<file path="src/hdl/prd_pkg.sv">
// Shared types, constants and helpers for the pulse rate detector.
package prd_pkg;

    localparam int WINDOW = 4;
    localparam int QUEUE_DEPTH = 2;
    localparam int QUEUE_AW = $clog2(QUEUE_DEPTH);
    localparam int QUEUE_CW = $clog2(QUEUE_DEPTH + 1);
    localparam int DIV_BITS = 16;
    localparam int DIV_CW = $clog2(DIV_BITS);

    localparam logic [1:0] REG_ALPHA_Q8 = 2'd0;
    localparam logic [1:0] REG_FRAME_LENGTH = 2'd1;
    localparam logic [1:0] REG_RATE_NUMERATOR = 2'd2;

    localparam logic [7:0] ALPHA_Q8_RST = 8'd230;
    localparam logic [7:0] FRAME_LENGTH_RST = 8'd43;
    localparam logic [15:0] RATE_NUMERATOR_RST = 16'd60000;

    localparam logic signed [15:0] FRAME_MAX_RST = 16'sh8000;
    localparam logic signed [15:0] FRAME_MIN_RST = 16'sh7FFF;
    localparam logic [15:0] RATE_SAT = 16'hFFFF;

    typedef struct packed {
        logic signed [15:0] sample_in;
        logic [15:0] time_stamp;
    } prd_in_t;

    typedef struct packed {
        logic signed [15:0] filtered_out;
        logic peak_found;
        logic [15:0] beat_rate;
        logic [15:0] beat_interval;
    } prd_out_t;

    typedef struct packed {
        logic [7:0] alpha_q8;
        logic [7:0] frame_length;
        logic [15:0] rate_numerator;
    } prd_cfg_t;

    typedef struct packed {
        logic signed [15:0] filtered;
        logic peak;
        logic [15:0] interval;
        logic [15:0] numerator;
    } prd_job_t;

    function automatic logic signed [15:0] sat16(input logic signed [17:0] v);
        logic signed [15:0] r;
        if (v > 18'sd32767)
        begin
            r = 16'sh7FFF;
        end
        else if (v < -18'sd32768)
        begin
            r = 16'sh8000;
        end
        else
        begin
            r = v[15:0];
        end
        return r;
    endfunction

endpackage

</file>
<file path="src/hdl/prd_front.sv">
// Front end: DC filter, frame min/max, slope window, peak test and beat interval.
module prd_front (
    input  logic              clk,
    input  logic              rst_n,
    input  logic              sample_valid,
    output logic              sample_ready,
    input  prd_pkg::prd_in_t  sample,
    input  prd_pkg::prd_cfg_t cfg,
    output logic              job_valid,
    input  logic              job_ready,
    output prd_pkg::prd_job_t job
);
    import prd_pkg::*;

    typedef enum logic [5:0] {
        F_IDLE = 6'b000001,
        F_MUL  = 6'b000010,
        F_SUM  = 6'b000100,
        F_DIFF = 6'b001000,
        F_DET  = 6'b010000,
        F_PUSH = 6'b100000
    } front_state_t;

    front_state_t state_reg, state_next;

    logic signed [15:0] x_reg, x_next;
    logic [15:0] ts_reg, ts_next;
    logic signed [24:0] prod_reg, prod_next;
    logic signed [15:0] w_reg, w_next;
    logic signed [15:0] y_reg, y_next;
    logic peak_reg, peak_next;
    logic signed [15:0] dc_prev_reg, dc_prev_next;
    logic signed [15:0] win_reg [WINDOW];
    logic signed [15:0] win_next [WINDOW];
    logic signed [15:0] frame_max_reg, frame_max_next;
    logic signed [15:0] frame_min_reg, frame_min_next;
    logic [15:0] range_reg, range_next;
    logic [7:0] frame_count_reg, frame_count_next;
    logic [15:0] last_peak_reg, last_peak_next;
    logic [15:0] interval_reg, interval_next;

    always_comb
    begin
        logic signed [16:0] q;
        logic signed [17:0] diff;
        logic signed [16:0] slope;
        logic signed [16:0] half;
        logic [7:0] cnt;

        state_next = state_reg;
        x_next = x_reg;
        ts_next = ts_reg;
        prod_next = prod_reg;
        w_next = w_reg;
        y_next = y_reg;
        peak_next = peak_reg;
        dc_prev_next = dc_prev_reg;
        win_next = win_reg;
        frame_max_next = frame_max_reg;
        frame_min_next = frame_min_reg;
        range_next = range_reg;
        frame_count_next = frame_count_reg;
        last_peak_next = last_peak_reg;
        interval_next = interval_reg;

        q = prod_reg[24:8];
        if (prod_reg[24] && (prod_reg[7:0] != 8'd0))
        begin
            q = q + 17'sd1;
        end
        diff = {w_reg[15], w_reg[15], w_reg} - {dc_prev_reg[15], dc_prev_reg[15], dc_prev_reg};
        slope = {win_reg[0][15], win_reg[0]} - {win_reg[WINDOW-1][15], win_reg[WINDOW-1]};
        half = {2'b00, range_reg[15:1]};
        cnt = frame_count_reg + 8'd1;

        sample_ready = (state_reg == F_IDLE);
        job_valid = (state_reg == F_PUSH);

        case (state_reg)
            F_IDLE:
            begin
                if (sample_valid)
                begin
                    x_next = sample.sample_in;
                    ts_next = sample.time_stamp;
                    state_next = F_MUL;
                end
            end
            F_MUL:
            begin
                prod_next = 25'($signed({1'b0, cfg.alpha_q8})) * 25'(dc_prev_reg);
                state_next = F_SUM;
            end
            F_SUM:
            begin
                w_next = sat16({x_reg[15], x_reg[15], x_reg} + {q[16], q});
                state_next = F_DIFF;
            end
            F_DIFF:
            begin
                y_next = sat16(diff);
                dc_prev_next = w_reg;
                if (y_next < frame_min_reg)
                begin
                    frame_min_next = y_next;
                end
                if (y_next > frame_max_reg)
                begin
                    frame_max_next = y_next;
                end
                for (int i = 0; i < WINDOW - 1; i++)
                begin
                    win_next[i] = win_reg[i+1];
                end
                win_next[WINDOW-1] = y_next;
                state_next = F_DET;
            end
            F_DET:
            begin
                peak_next = 1'b0;
                if (slope >= half)
                begin
                    peak_next = 1'b1;
                    for (int i = 0; i < WINDOW; i++)
                    begin
                        win_next[i] = '0;
                    end
                    interval_next = ts_reg - last_peak_reg;
                    last_peak_next = ts_reg;
                end
                frame_count_next = cnt;
                if (cnt >= cfg.frame_length)
                begin
                    range_next = frame_max_reg - frame_min_reg;
                    frame_max_next = FRAME_MAX_RST;
                    frame_min_next = FRAME_MIN_RST;
                    frame_count_next = '0;
                end
                state_next = F_PUSH;
            end
            F_PUSH:
            begin
                if (job_ready)
                begin
                    state_next = F_IDLE;
                end
            end
            default:
            begin
                state_next = F_IDLE;
            end
        endcase
    end

    assign job.filtered = y_reg;
    assign job.peak = peak_reg;
    assign job.interval = interval_reg;
    assign job.numerator = cfg.rate_numerator;

    always_ff @(posedge clk or negedge rst_n)
    begin
        if (!rst_n)
        begin
            state_reg <= F_IDLE;
            dc_prev_reg <= '0;
            for (int i = 0; i < WINDOW; i++)
            begin
                win_reg[i] <= '0;
            end
            frame_max_reg <= FRAME_MAX_RST;
            frame_min_reg <= FRAME_MIN_RST;
            range_reg <= '0;
            frame_count_reg <= '0;
            last_peak_reg <= '0;
            interval_reg <= '0;
        end
        else
        begin
            state_reg <= state_next;
            dc_prev_reg <= dc_prev_next;
            win_reg <= win_next;
            frame_max_reg <= frame_max_next;
            frame_min_reg <= frame_min_next;
            range_reg <= range_next;
            frame_count_reg <= frame_count_next;
            last_peak_reg <= last_peak_next;
            interval_reg <= interval_next;
        end
    end

    always_ff @(posedge clk)
    begin
        x_reg <= x_next;
        ts_reg <= ts_next;
        prod_reg <= prod_next;
        w_reg <= w_next;
        y_reg <= y_next;
        peak_reg <= peak_next;
    end

endmodule

</file>
<file path="src/hdl/prd_queue.sv">
// Small job queue between the front end and the rate divider.
module prd_queue (
    input  logic              clk,
    input  logic              rst_n,
    input  logic              push_valid,
    output logic              push_ready,
    input  prd_pkg::prd_job_t push_data,
    output logic              pop_valid,
    input  logic              pop_ready,
    output prd_pkg::prd_job_t pop_data
);
    import prd_pkg::*;

    prd_job_t mem [QUEUE_DEPTH];
    logic [QUEUE_AW-1:0] wr_ptr_reg, rd_ptr_reg;
    logic [QUEUE_CW-1:0] count_reg;
    logic do_push, do_pop;

    assign push_ready = (count_reg != QUEUE_CW'(QUEUE_DEPTH));
    assign pop_valid = (count_reg != '0);
    assign pop_data = mem[rd_ptr_reg];
    assign do_push = push_valid && push_ready;
    assign do_pop = pop_valid && pop_ready;

    always_ff @(posedge clk)
    begin
        if (do_push)
        begin
            mem[wr_ptr_reg] <= push_data;
        end
    end

    always_ff @(posedge clk or negedge rst_n)
    begin
        if (!rst_n)
        begin
            wr_ptr_reg <= '0;
            rd_ptr_reg <= '0;
            count_reg <= '0;
        end
        else
        begin
            if (do_push)
            begin
                wr_ptr_reg <= (wr_ptr_reg == QUEUE_AW'(QUEUE_DEPTH - 1)) ? '0 : wr_ptr_reg + 1'b1;
            end
            if (do_pop)
            begin
                rd_ptr_reg <= (rd_ptr_reg == QUEUE_AW'(QUEUE_DEPTH - 1)) ? '0 : rd_ptr_reg + 1'b1;
            end
            if (do_push && !do_pop)
            begin
                count_reg <= count_reg + 1'b1;
            end
            else if (do_pop && !do_push)
            begin
                count_reg <= count_reg - 1'b1;
            end
        end
    end

endmodule

</file>
<file path="src/hdl/prd_back.sv">
// Back end: restoring divider for the beat rate and the result register.
module prd_back (
    input  logic              clk,
    input  logic              rst_n,
    input  logic              job_valid,
    output logic              job_ready,
    input  prd_pkg::prd_job_t job,
    output logic              result_valid,
    input  logic              result_ready,
    output prd_pkg::prd_out_t result
);
    import prd_pkg::*;

    typedef enum logic [2:0] {
        B_IDLE = 3'b001,
        B_DIV  = 3'b010,
        B_DONE = 3'b100
    } back_state_t;

    back_state_t state_reg, state_next;

    logic signed [15:0] y_reg, y_next;
    logic peak_reg, peak_next;
    logic [15:0] divisor_reg, divisor_next;
    logic [15:0] quo_reg, quo_next;
    logic [15:0] rem_reg, rem_next;
    logic [DIV_CW-1:0] cnt_reg, cnt_next;
    logic out_valid_reg, out_valid_next;
    prd_out_t out_reg, out_next;

    always_comb
    begin
        logic [16:0] trial;
        logic [16:0] sub;

        state_next = state_reg;
        y_next = y_reg;
        peak_next = peak_reg;
        divisor_next = divisor_reg;
        quo_next = quo_reg;
        rem_next = rem_reg;
        cnt_next = cnt_reg;
        out_valid_next = out_valid_reg;
        out_next = out_reg;

        trial = {rem_reg, quo_reg[DIV_BITS-1]};
        sub = trial - {1'b0, divisor_reg};

        job_ready = (state_reg == B_IDLE);

        if (out_valid_reg && result_ready)
        begin
            out_valid_next = 1'b0;
        end

        case (state_reg)
            B_IDLE:
            begin
                if (job_valid)
                begin
                    y_next = job.filtered;
                    peak_next = job.peak;
                    divisor_next = job.interval;
                    rem_next = '0;
                    cnt_next = '0;
                    if (job.interval == 16'd0)
                    begin
                        quo_next = RATE_SAT;
                        state_next = B_DONE;
                    end
                    else
                    begin
                        quo_next = job.numerator;
                        state_next = B_DIV;
                    end
                end
            end
            B_DIV:
            begin
                if (trial >= {1'b0, divisor_reg})
                begin
                    rem_next = sub[15:0];
                    quo_next = {quo_reg[DIV_BITS-2:0], 1'b1};
                end
                else
                begin
                    rem_next = trial[15:0];
                    quo_next = {quo_reg[DIV_BITS-2:0], 1'b0};
                end
                cnt_next = cnt_reg + 1'b1;
                if (cnt_reg == DIV_CW'(DIV_BITS - 1))
                begin
                    state_next = B_DONE;
                end
            end
            B_DONE:
            begin
                if (!out_valid_reg || result_ready)
                begin
                    out_next.filtered_out = y_reg;
                    out_next.peak_found = peak_reg;
                    out_next.beat_rate = quo_reg;
                    out_next.beat_interval = divisor_reg;
                    out_valid_next = 1'b1;
                    state_next = B_IDLE;
                end
            end
            default:
            begin
                state_next = B_IDLE;
            end
        endcase
    end

    assign result_valid = out_valid_reg;
    assign result = out_reg;

    always_ff @(posedge clk or negedge rst_n)
    begin
        if (!rst_n)
        begin
            state_reg <= B_IDLE;
            out_valid_reg <= 1'b0;
            cnt_reg <= '0;
        end
        else
        begin
            state_reg <= state_next;
            out_valid_reg <= out_valid_next;
            cnt_reg <= cnt_next;
        end
    end

    always_ff @(posedge clk)
    begin
        y_reg <= y_next;
        peak_reg <= peak_next;
        divisor_reg <= divisor_next;
        quo_reg <= quo_next;
        rem_reg <= rem_next;
        out_reg <= out_next;
    end

endmodule

</file>
<file path="src/hdl/pulse_rate_detector_core.sv">
// Top level of the pulse rate detector: configuration registers, front end, queue, back end.
//
//  channel  | handshake                  | payload
//  ---------+----------------------------+------------------------------------------
//  sample   | sample_valid/sample_ready  | sample (sample_in, time_stamp)
//  result   | result_valid/result_ready  | result (filtered_out, peak_found, ...)
//  cfg      | cfg_valid/cfg_ready        | cfg_index, cfg_data
//
// The front end handles one sample at a time (multiply, add, subtract, detect, hand-off).
// The back end runs each item through the 16-step restoring rate divider; with a zero
// interval it skips the divider and saturates the rate. It takes a new item only when idle.
// A two-entry queue lets the front end keep taking samples while the divider is busy,
// and the divider keeps running while a result waits in the output register.
// rst_n clears all control and filter state; cfg_ready is always high.
module pulse_rate_detector_core (
    input  logic              clk,
    input  logic              rst_n,
    input  logic              sample_valid,
    output logic              sample_ready,
    input  prd_pkg::prd_in_t  sample,
    output logic              result_valid,
    input  logic              result_ready,
    output prd_pkg::prd_out_t result,
    input  logic              cfg_valid,
    output logic              cfg_ready,
    input  logic [1:0]        cfg_index,
    input  logic [15:0]       cfg_data
);
    import prd_pkg::*;

    prd_cfg_t cfg_reg;
    prd_job_t front_job, queue_job;
    logic front_valid, front_ready;
    logic queue_valid, queue_ready;

    assign cfg_ready = 1'b1;

    always_ff @(posedge clk or negedge rst_n)
    begin
        if (!rst_n)
        begin
            cfg_reg.alpha_q8 <= ALPHA_Q8_RST;
            cfg_reg.frame_length <= FRAME_LENGTH_RST;
            cfg_reg.rate_numerator <= RATE_NUMERATOR_RST;
        end
        else if (cfg_valid)
        begin
            case (cfg_index)
                REG_ALPHA_Q8:       cfg_reg.alpha_q8 <= cfg_data[7:0];
                REG_FRAME_LENGTH:   cfg_reg.frame_length <= cfg_data[7:0];
                REG_RATE_NUMERATOR: cfg_reg.rate_numerator <= cfg_data;
                default:
                begin
                end
            endcase
        end
    end

    prd_front u_front (
        .clk          (clk),
        .rst_n        (rst_n),
        .sample_valid (sample_valid),
        .sample_ready (sample_ready),
        .sample       (sample),
        .cfg          (cfg_reg),
        .job_valid    (front_valid),
        .job_ready    (front_ready),
        .job          (front_job)
    );

    prd_queue u_queue (
        .clk        (clk),
        .rst_n      (rst_n),
        .push_valid (front_valid),
        .push_ready (front_ready),
        .push_data  (front_job),
        .pop_valid  (queue_valid),
        .pop_ready  (queue_ready),
        .pop_data   (queue_job)
    );

    prd_back u_back (
        .clk          (clk),
        .rst_n        (rst_n),
        .job_valid    (queue_valid),
        .job_ready    (queue_ready),
        .job          (queue_job),
        .result_valid (result_valid),
        .result_ready (result_ready),
        .result       (result)
    );

endmodule

</file>
<file path="config.mk">
export PLATFORM = sky130hd
export DESIGN_NAME = pulse_rate_detector_core
export DESIGN_NICKNAME = d
export VERILOG_FILES = /design/src/hdl/prd_pkg.sv /design/src/hdl/prd_front.sv /design/src/hdl/prd_queue.sv /design/src/hdl/prd_back.sv /design/src/hdl/pulse_rate_detector_core.sv
export SDC_FILE = /design/constraint.sdc
export NUM_CORES = 1
export LEC_CHECK = 0
export BUFFER_PORTS_ARGS = -buffer_cell sky130_fd_sc_hd__buf_2
export CORE_MARGIN = 3
export CORE_UTILIZATION = 45
export CTS_CLUSTER_SIZE = 40
export DETAILED_ROUTE_END_ITERATION = 16
export SYNTH_ARGS = -nofsm -noshare
export SYNTH_HDL_FRONTEND = slang
export SYNTH_SLANG_ARGS = --single-unit
export TNS_END_PERCENT = 10
</file>
<file path="constraint.sdc">
create_clock -name clk -period 11.5 [get_ports clk]
set_input_delay 0.575 -clock clk [delete_from_list [all_inputs] [get_ports clk]]
set_output_delay 0.575 -clock clk [all_outputs]
set_load 0.01 [all_outputs]
</file>
# Word level (Yosys, flattened, before mapping)
# Memory sizes are Yosys's and may differ from the RTL's.
# Index checks and enable logic that the tools add are counted.
dict set report totals {
  ff_bits 422
  ram_bits 98
  input_bits 55
  out_inout_bits 52
  word_cells 154
  memories 1
}
# memory words width read_ports rd_clocked_by_memory_dff wr line
set mem_list {}
lappend mem_list {u_queue.mem 2 49 1 0 1 prd_queue.sv:14} ;# prd_job_t mem [QUEUE_DEPTH];
dict set report op_classes {
  n_addsub 13
  multipliers 1
  n_lt_le_gt_ge 9
  n_eq_ne 22
  mux 41
  reduce_logical 31
}
# op count
set ops {}
lappend ops {{16-bit two-way mux} 12}
lappend ops {{16-bit one-hot mux with 2 select lines} 4}
lappend ops {{64-bit one-hot mux with 2 select lines} 1}
lappend ops {{64-bit two-way mux} 1}
lappend ops {{16-bit subtractor} 3}
lappend ops {{18-bit by 16-bit greater-than comparator with 1-bit output, second input constant} 2}
lappend ops {{18-bit by 16-bit less-than comparator with 1-bit output, second input constant} 2}
lappend ops {{6-bit one-hot mux with 6 select lines} 1}
lappend ops {{17-bit by 16-bit greater-or-equal comparator with 1-bit output} 2}
lappend ops {{16-bit by 16-bit subtractor with 17-bit output} 2}
lappend ops {{9-bit by 16-bit multiplier with 25-bit output} 1}
lappend ops {{2-bit AND reduction} 11}
lappend ops {{16-bit by 17-bit adder with 18-bit output} 1}
lappend ops {{17-bit by 2-bit adder with 17-bit output, second input constant} 1}
lappend ops {{17-bit two-way mux} 1}
lappend ops {{16-bit greater-than comparator} 1}
lappend ops {{16-bit zero test} 1}
lappend ops {{16-bit less-than comparator} 1}
lappend ops {{2-bit by 1-bit != test with 1-bit output, second input constant} 7}
lappend ops {{3-bit two-way mux} 4}
lappend ops {{6-bit two-way mux} 2}
lappend ops {{1-bit two-way mux} 9}
lappend ops {{3-bit one-hot mux with 3 select lines} 1}
lappend ops {{3-bit AND reduction} 3}
lappend ops {{29 further kinds} 43}

# Depth between registers and ports, before layout
# Gate-level depths: netlist of the first run.
dict set report logic_depth {
  ltp_word 8
  mapped_depth 23
}

# Modules after synthesis
# A second synthesis of the first run with hierarchy kept.
dict set report unflattened {
  hier_cells 2660
  hier_area_um2 30240.3
}
# module n_inst cells_each area_each_um2 seq_area_each_um2
set modules_own_cells {}
lappend modules_own_cells {prd_front 1 2045 19825.3 7053.0}
lappend modules_own_cells {prd_back 1 374 5177.5 3624.7}
lappend modules_own_cells {prd_queue 1 171 3983.8 3042.9}
lappend modules_own_cells {pulse_rate_detector_core 1 70 1253.7 820.8}

# Worst setup path after synthesis of the first run
# Ideal clock, no wire load.
dict set report synth_timing {
  path_type {register -> register}
  from {register cfg_reg[26] in the netlist's numbering}
  to {register u_front.prod_reg[23] (data pin)}
  setup_time_ns 0.258
  t_arrival_ns 5.288
  t_required_ns 11.242
  setup_slack_ns 5.955
  stages_incl_launch_ff 21
  path_cell_list {dfstp_2 > clkbuf_1 > clkbuf_1 > nand2_1 > fa_1 > inv_1 > fa_1 > inv_1 > fa_1 > inv_1 > fa_1 > ha_1 > a211o_1 > inv_1 > o211ai_1 > a221oi_1 > o21ai_0 > o41ai_1 > o2111ai_1 > a21oi_1 > xnor2_1}
}
dict set report synth_via {
  elab_chain_len 1
}
# element line
set synth_lines {}
lappend synth_lines {{from (decl)} pulse_rate_detector_core.sv:31} ;# prd_cfg_t cfg_reg;
lappend synth_lines {{9-bit by 16-bit multiplier with 25-bit output} prd_front.sv:91} ;# prod_next = 25'($signed({1'b0, cfg.alpha_q8})) * 25'(dc_prev_reg);
lappend synth_lines {{to (signal assigned)} prd_front.sv:195} ;# prod_reg <= prod_next;
lappend synth_lines {{to (decl)} prd_front.sv:28} ;# logic signed [24:0] prod_reg, prod_next;
# Every way passes these cells.
# A chain may end at the register's enable or synchronous reset.

# Worst setup path after layout of the first run
dict set report layout_timing {
  from {register cfg_reg[26] in the netlist's numbering}
  to {register u_front.prod_reg[24] (data pin)}
}
# The elaborated chain is that of the path after synthesis.

==> results of run 1 <==
==> metrics by stage <==
stage	utilization	setup WS [ns]
global placement	0.481	5.73
CTS	0.509	5.60
detailed placement	0.481	5.64
global route	0.509	5.22
floorplan	-	5.95
finish	0.509	5.60
==> synthesized netlist by cell type (all sizes together), types with 75 or more instances <==
| cell | count | area [µm²] |
|---|---|---|
| a21oi | 96 | 492 |
| and2 | 85 | 532 |
| dfrtp | 183 | 4580 |
| edfxtp | 302 | 9070 |
| fa | 108 | 2160 |
| ha | 203 | 2540 |
| inv | 306 | 1150 |
| mux2 | 107 | 1200 |
| nand2 | 262 | 983 |
| nor2 | 85 | 319 |
| o21ai | 146 | 734 |
| xnor2 | 75 | 657 |
==> worst max-delay path: stages, from the launching register on <==
cell       delay (ns)
dfstp_2          0.78
nand2_1          0.14
fa_1             0.54
inv_1            0.05
fa_1             0.50
inv_1            0.05
fa_1             0.48
inv_1            0.07
fa_1             0.49
ha_1             0.35
a211o_1          0.27
inv_1            0.07
nand2b_1         0.07
a31oi_1          0.33
o21ai_0          0.20
o41ai_1          0.48
o211ai_1         0.26
a2111oi_0        0.44
nor3b_1          0.09
==> where the power goes <==
group          internal (mW)  total [mW]  switching [mW]
sequential              2.52        2.79           0.277
combinational           2.00        4.89            2.89
clock                   1.06        1.79           0.734
total                   5.57        9.47            3.90
==> final cells by class <==
cell class	instances	area (µm²)	area share
sequential	519	14500	0.439
multi-input combinational	1736	13800	0.417
clock buffer	71	1470	0.0443
inverter	306	1150	0.0347
tap	855	1070	0.0323
timing repair buffer	128	708	0.0214
clock inverter	31	369	0.0111
==> metal layers <==
| layer | track usage | up-vias |
|---|---|---|
| li1 | - | 9451 |
| met1 | 0.262 | 9542 |
| met2 | 0.302 | 418 |
| met3 | 0.0260 | 87 |
| met4 | 0.0504 | 0 |
| met5 | 0 | - |
==> how the worst min path moves through the flow <==
| stage | to | slack [ns] | cells past startpoint | start |
|---|---|---|---|---|
| final | cfg_reg[12] | -0.04 | 1 | rst_n |
| after global routing | cfg_reg[12] | 0.02 | 1 | rst_n |
| after CTS | cfg_reg[10] | 0.02 | 1 | rst_n |
| after detailed placement | u_back.result[45] | 0.41 | 0 | u_back.y_reg[12] |
| after global placement | u_back.result[43] | 0.40 | 0 | u_back.y_reg[10] |
| after floorplan | cfg_reg[0] | 0.28 | 0 | rst_n |
==> cells by family after synthesis <==
group,after synthesis,share of synthesized area
AND/OR/NAND/NOR,675,0.110
flip-flops,519,0.487
AO/OA/AOI/OAI,488,0.107
buffers and inverters,387,0.0506
adder cells (fa/ha/maj),311,0.158
multiplexers,147,0.0538
XOR/XNOR,114,0.0335
other,1,0.000126
==> impl_results.md, run 1 <==
- DR WL/cell: 17.5 µm
- Half-perimeter wire length after placement: 46700 µm
- Final Skew: between 0.03 and 0.04 ns
- HP Class: in -> async
- DR vias: 19500
- Vias in the first global route: 19900
- Crit. End Element: flip-flop
- Gr ovfl total: 0
- Maximum root-to-sink buffer count: 3
- DRC errors left: 0
- Setup violators final: 0
- Final ANT Viol Nets: 0
- Worst R2R Setup Slack: 5.60 ns
- Max Cap Viol: 0
- Final hold vios: 4
- Clock slew at reported path FFs: ~0.070 ns
- Vias per Instance: 5.35
- RSZ-0062 raised after global routing: false
- Final wirelength: 63900 µm
- Die W: 264 µm
- Worst EP arrival: between 6 and 7 ns
- CTS Hold Bufs: 0
- CP Capture Point: u_front.prod_reg[24]
- Setup TNS: 0 ns
- Status: finished with violations
- Mapped Nets: 3008
- Site Rows: 93
- IO Pins: between 100 and 150
- Resize count post-CTS: 0
- Fillers: 5695
- Crit path required time: approximately 12 ns
- Routability cong.: 0.898
- Routed wl met2: 29700 µm
- Async set-reset flop share out of synthesis: 0.418
- Largest net degree at the start of global routing: 98
- CP startpoint: cfg_reg[26]
- Placed cell count: between 3000 and 4000
- Area of the core: 65000 µm²
- Fin. max-slew vios: 0
- Non-filler cells, final: between 3000 and 4000
- Most common cell after layout, fill and taps aside: inv_1
- NumNets Final: 3112
- Mean post-synth cell area: 11.3 µm²
- Post-synth EDFFs: 302
- Period utilisation layout: 0.513
- VDD IR max: around 0.17 mV
- Reg2reg end: u_front.prod_reg[24]
- Sequential area share after synthesis: 0.487
- Initial DRC count: around 1200
- Fraction of layout cells with a size suffix above 1: 0.128
- Fmax: 170 MHz
- Initial Util: 0.459
- Leak pwr: 14.1 nW
- Post-route minimum period: slightly below 6 ns
- Met3 routed WL: 2980 µm
- CTS sink cnt: 519
- Worst Setup Start Kind: flip-flop
- Mapped Area: around 30000 µm²
- DIE AREA: 69400 µm²
- Clk_lat worst skew: 0.61 ns
- Crit-path max FO: 17
- DIE HEIGHT: around 260 µm
- Drt first pass iters: 6
- Met1 WL: 29800 µm
- Top Metal Used: met4
- #FFs+latches synth: 519
- R2R Path Start: cfg_reg[26]
- Max reg flops: 98
- Area after DPL: approximately 31000 µm²
- Clock root buffer: clkbuf_16
- FF-to-FF path depth: 18
- Main synth FF type: edfxtp_1
- # diodes: 0
- Min Hold Slack: -0.0402 ns
- Worst slew margin: 0.154
- Worst-Margin Slew: approximately 1.3 ns
- Cell count after synthesis: 2642
- Layout area overhead: 11.0%
- Synth Warn #: 0
- Buffers on Ports: between 100 and 150
- First-pass GRT wire length: 106000 µm
- Pwr/cell area: 286 nW/µm²
- CTS tree: done
- Violated checks: hold timing
- Overall Global Routing Usage: 0.186
- Total CTS buffers: 55
- Htree depth: 2
- Commonest cells after routing, fill and taps aside: inv_1, edfxtp_1, nand2_1, ha_1, dfrtp_1
- WS Path Type: reg -> reg
- Initial antenna violation count: 0
- Fin area: 33100 µm²
- Setup Fix Bufs, Post-CTS: 0
- Total power: 9.47 mW
- Post-synth cell types: 75
Note: power is estimated with default switching activity, not from simulation.
==> inputs of run 2 (changes only) <==
Clock period 11.5 ns to 5.2 ns, I/O delays scaled along.
==> impl_results.md, run 2 (synthesis gave the netlist of run 1 again) <==
- Worst R2R Setup Slack: -0.009 ns
- Initial antenna violation count: 0
- Final wirelength: 65600 µm
- Clock slew at reported path FFs: 0.06 ns
- Fillers: 5650
- Crit. End Element: flip-flop
- NumNets Final: 3257
- Min Hold Slack: 0.204 ns
- Fin. max-slew vios: 0
- Setup violators final: 1
- DRC errors left: 0
- Worst EP arrival: ~5.6 ns
- WS Path Type: reg -> reg
- Period utilisation layout: 1.00
- Crit path required time: roughly 5.6 ns
- Fin util: 0.533
- VDD IR max: ~0.44 mV
- Clock root buffer: clkbuf_16
- Buffers on Ports: ~110
- RSZ-0062 raised after global routing: true
- Post-route minimum period: 5.21 ns
- Setup TNS: -0.00919 ns
- Layout area overhead: 16.1%
- Leak pwr: 14.8 nW
- Htree depth: 2
- Routability cong.: 0.902
- CTS tree: done
- Final Skew: 0.0379 ns
- Worst slew margin: 0.160
- HP Class: in -> reg
- Overall Global Routing Usage: 0.190
- Final worst setup slack: -0.00919 ns
- Fin area: 34600 µm²
- Clk_lat worst skew: about 0.63 ns
- Violated checks: setup timing
- Most common cell after layout, fill and taps aside: inv_1
- Fraction of layout cells with a size suffix above 1: 0.168
- Drt first pass iters: 5
- CTS sink cnt: between 500 and 600
- DR WL/cell: approximately 17 µm
- Maximum root-to-sink buffer count: 3
- Final hold vios: 0
- Max reg flops: 98
- Worst-Margin Slew: about 1.3 ns
- Die W: 264 µm
- IO Pins: approximately 110
- Vias in the first global route: 20400
- Largest net degree at the start of global routing: 118
- DR vias: 20100
- Initial Util: 0.459
- Area after DPL: 32000 µm²
- Fmax: 192 MHz
- Total CTS buffers: 57
- Commonest cells after routing, fill and taps aside: inv_1, edfxtp_1, nand2_1, ha_1, dfrtp_1
- Initial DRC count: 1219
- Gr ovfl total: 0
- Area of the core: 65000 µm²
- First-pass GRT wire length: 108000 µm
- Half-perimeter wire length after placement: 47800 µm
- DIE AREA: 69400 µm²
- Vias per Instance: around 5.3
- DIE HEIGHT: 264 µm
- Status: finished with violations
- Pwr/cell area: 626 nW/µm²
- Final ANT Viol Nets: 0
- Worst Setup Start Kind: flip-flop
- Site Rows: 93
- Max Cap Viol: 0
- Crit-path max FO: 8
run 2: cell count changes in the layout (fill, tap and decap cells not counted), moves of 6 or more:
cell,delta
bufinv_16,-7
clkinv_1,-8
a21oi_1,-7
buf_4,+82
clkbuf_8,+8
dlygate4sd3_1,+51
clkbuf_1,+6
a21oi_2,+7
run 2: per-stage QoR:
stage          worst slack [ns]  total power, mW  std cells
2_1_floorplan            0.0103             14.1       2642
3_3_place_gp            -0.0805             17.2       3621
3_5_place_dp             -0.175             17.5       3621
4_1_cts                 0.00939             21.7       3781
5_1_grt                  -0.259             23.6       3795
6_report               -0.00919             21.7       3796
run 2: cell type report:
class,count,area [µm²],area share
multi-input combinational,1736,14000,0.405
inverter,306,1150,0.0332
sequential,519,14500,0.420
tap,855,1070,0.0309
timing repair buffer,271,1980,0.0573
antenna,1,2.50,0.0000722
clock buffer,90,1720,0.0498
clock inverter,18,153,0.00441
run 2: critical path, cell delays in order (launching register included):
cell and delay (ns):
dfstp_2 0.66, nand2_2 0.08, fa_1 0.55, fa_1 0.44, fa_1 0.52, fa_1 0.55
inv_1 0.04, ha_1 0.30, o21a_1 0.17, o31a_1 0.12, nand2b_4 0.17, a31oi_4 0.22
o21ai_4 0.09, o41ai_4 0.35, o211ai_1 0.20, a2111oi_2 0.38, nor3b_1 0.09
run 2: path summary, 6_finish.rpt:
check,endpoint,from,cells past startpoint
worst max-delay path,u_front.prod_reg[24],cfg_reg[26],16
worst min-delay path,cfg_reg[28],cfg_index[1],4
worst max register to register,u_front.prod_reg[24],cfg_reg[26],16
worst min register to register,u_back.result[41],u_back.y_reg[8],0
max in group asynchronous,u_front.dc_prev_reg[1],rst_n,3
min in group asynchronous,cfg_reg[10],rst_n,2
run 2: power by group:
group	internal [mW]	switching, mW
combinational	5.03	6.61
clock	2.29	1.66
sequential	5.57	0.541
total	12.9	8.82
run 2: metal layers:
metal / routed length [µm] / track usage / share of wire / vias to the layer above
li1: - / - / - / 9728
met1: 30000 / 0.262 / 0.46 / 9853
met2: 31300 / 0.315 / 0.48 / 362
met3: 2530 / 0.0251 / 0.039 / 110
met4: 1750 / 0.0563 / 0.027 / 0
met5: 0 / 0 / 0 / -
run 2: timing repair:
item	4_1_cts	5_1_grt
buffers inserted	1	13
setup endpoints to repair	14	135
resized for setup	5	43
cloned	0	1
pin swaps	8	19
hold buffers	51	0
endpoints found under the hold margin	165	0
==> inputs of run 3 (changes only) <==
Settings changed: CORE_MARGIN 3 to 1.5, CORE_UTILIZATION 45 to 30, GPL_TIMING_DRIVEN set to 0.
==> impl_results.md, run 3 (synthesis gave the netlist of run 1 again) <==
- Reg2reg end: u_front.prod_reg[23]
- Worst Setup Start Kind: flip-flop
- Final hold vios: 0
- Initial DRC count: between 1000 and 1500
- R2R Path Start: cfg_reg[25]
- CTS sink cnt: 519
- CTS tree: done
- Setup WS pre-CTS: -1.23 ns
- Status: finished with violations
- NumNets Final: 3265
- Initial Util: 0.303
- Buffers on Ports: approximately 110
- DIE AREA: 101000 µm²
- Fmax: 191 MHz
- Post-route minimum period: 5.24 ns
- VDD IR max: 0.273 mV
- Worst EP arrival: 5.60 ns
- Pwr/cell area: 633 nW/µm²
- Htree depth: 2
- Fraction of layout cells with a size suffix above 1: 0.161
- Setup violators final: 3
- Leak pwr: 14.8 nW
- WS Path Type: reg -> reg
- CP Buf/Inv Count: 6
- Worst slew margin: 0.173
- Site Rows: around 120
- Clock root buffer: clkbuf_16
- Crit-path cells: buf_8 > nand2_4 > fa_1 > inv_1 > fa_1 > inv_2 > fa_1 > inv_2 > fa_2 > ha_4 > a211o_1 > inv_2 > o211ai_1 > a221oi_2 > o21ai_2 > o41ai_2 > buf_4 > o2111ai_4 > a21oi_2 > xnor2_1
- Total CTS buffers: 56
- Crit path required time: 5.56 ns
- Vias in the first global route: roughly 20000
- Maximum root-to-sink buffer count: 3
- Max Cap Viol: 0
- Clock slew at reported path FFs: around 0.06 ns
- Max reg flops: 98
- Worst-Margin Slew: around 1.2 ns
- First-pass GRT wire length: 113000 µm
- IO Pins: 107
- Final worst setup slack: -0.0376 ns
- Clk_lat worst skew: around 0.62 ns
- Commonest cells after routing, fill and taps aside: edfxtp_1, inv_1, nand2_1, ha_1, dfrtp_1
- HP Class: in -> async
- Worst R2R Setup Slack: -0.04 ns
- Setup TNS: -0.0576 ns
- Routability cong.: between 0.8 and 0.9
- FF-to-FF path depth: 20
- CP max-delay cell: dfstp_2
- Gr ovfl total: 0
- Final Skew: 0.0119 ns
- Final ANT Viol Nets: 0
- Initial antenna violation count: 1
- Final wirelength: 70200 µm
- Total power: 22.5 mW
- Fin. max-slew vios: 0
- Layout area overhead: 19.0%
- # diodes: 0
- Most common cell after layout, fill and taps aside: edfxtp_1
- Cell family with most CP delay: adder cells
- Overall Global Routing Usage: 0.139
- Die W: 318 µm
- Max incr delay on CP: 0.58 ns
- Drt first pass iters: 5
- Crit. End Element: flip-flop
- Crit-path max FO: 7
- Area of the core: 98400 µm²
- Period utilisation layout: 1.01
- DIE HEIGHT: 318 µm
- Violated checks: setup timing
- Half-perimeter wire length after placement: approximately 52000 µm
- Largest net degree at the start of global routing: 108
- DR WL/cell: 16.6 µm
- Vias per Instance: 4.72
- DR vias: 20000
- RSZ-0062 raised after global routing: true
- DRC errors left: 0
## run 3: repair_timing
action                                  in CTS  in global routing
endpoints found under the setup margin      41                139
endpoints found under the hold margin      173                  0
resized for setup                           48                 42
pin swaps                                   19                 19
hold buffers                                51                  0
buffers inserted                            22                 18
cloned                                       1                  0
## run 3: stage by stage
stage	cells	util	hold slack (ns)	area, µm²
after global routing	4233	0.361	0.146	35500
after floorplan	2642	-	-0.0356	29900
after global placement	4034	0.325	0.402	32000
final	4233	0.361	0.127	35500
after CTS	4215	0.358	0.113	35300
after detailed placement	4042	0.327	0.186	32200
## run 3: worst max path at each step
stage,startpoint,to,depth (start not counted)
5_1_grt,cfg_reg[25],u_front.prod_reg[23],20
4_1_cts,cfg_reg[25],u_front.prod_reg[23],20
6_report,cfg_reg[25],u_front.prod_reg[23],20
2_1_floorplan,cfg_reg[26],u_front.prod_reg[23],20
3_5_place_dp,u_front.dc_prev_reg[3],u_front.frame_max_reg[14],21
3_3_place_gp,u_front.dc_prev_reg[3],u_front.frame_max_reg[11],21
## run 3: final cells by class
type | count | area (µm²)
plain buffers | 75 | 405
clock buffers | 64 | 1450
clock inverters | 41 | 756
fillers | 9730 | 62900
inverters | 306 | 1150
multi-input cells | 1736 | 14000
flip-flops and latches | 519 | 14600
well taps | 1287 | 1610
repair buffers | 205 | 1540
## run 3: report_power, final
| part | internal, mW | switching (mW) |
|---|---|---|
| combinational | 4.82 | 6.81 |
| sequential | 5.58 | 0.539 |
| clock | 2.97 | 1.75 |
| total | 13.4 | 9.10 |
## run 3: worst reg2reg max path: stages, from the launching register on
cell       delay (ns)
dfstp_2          0.58
buf_8            0.15
nand2_4          0.05
fa_1             0.50
inv_1            0.05
fa_1             0.50
inv_2            0.04
fa_1             0.51
inv_2            0.04
fa_2             0.57
ha_4             0.21
a211o_1          0.30
inv_2            0.08
o211ai_1         0.14
a221oi_2         0.31
o21ai_2          0.12
o41ai_2          0.32
buf_4            0.19
o2111ai_4        0.11
a21oi_2          0.15
xnor2_1          0.09
## run 3: metal layers
layer	global-route usage	wire length (µm)	vias up	part of all wire
met5	0	0	-	0
met1	0.189	32800	9791	0.47
li1	-	-	9753	-
met3	0.0172	2530	86	0.036
met4	0.0319	1330	0	0.019
met2	0.234	33600	359	0.48
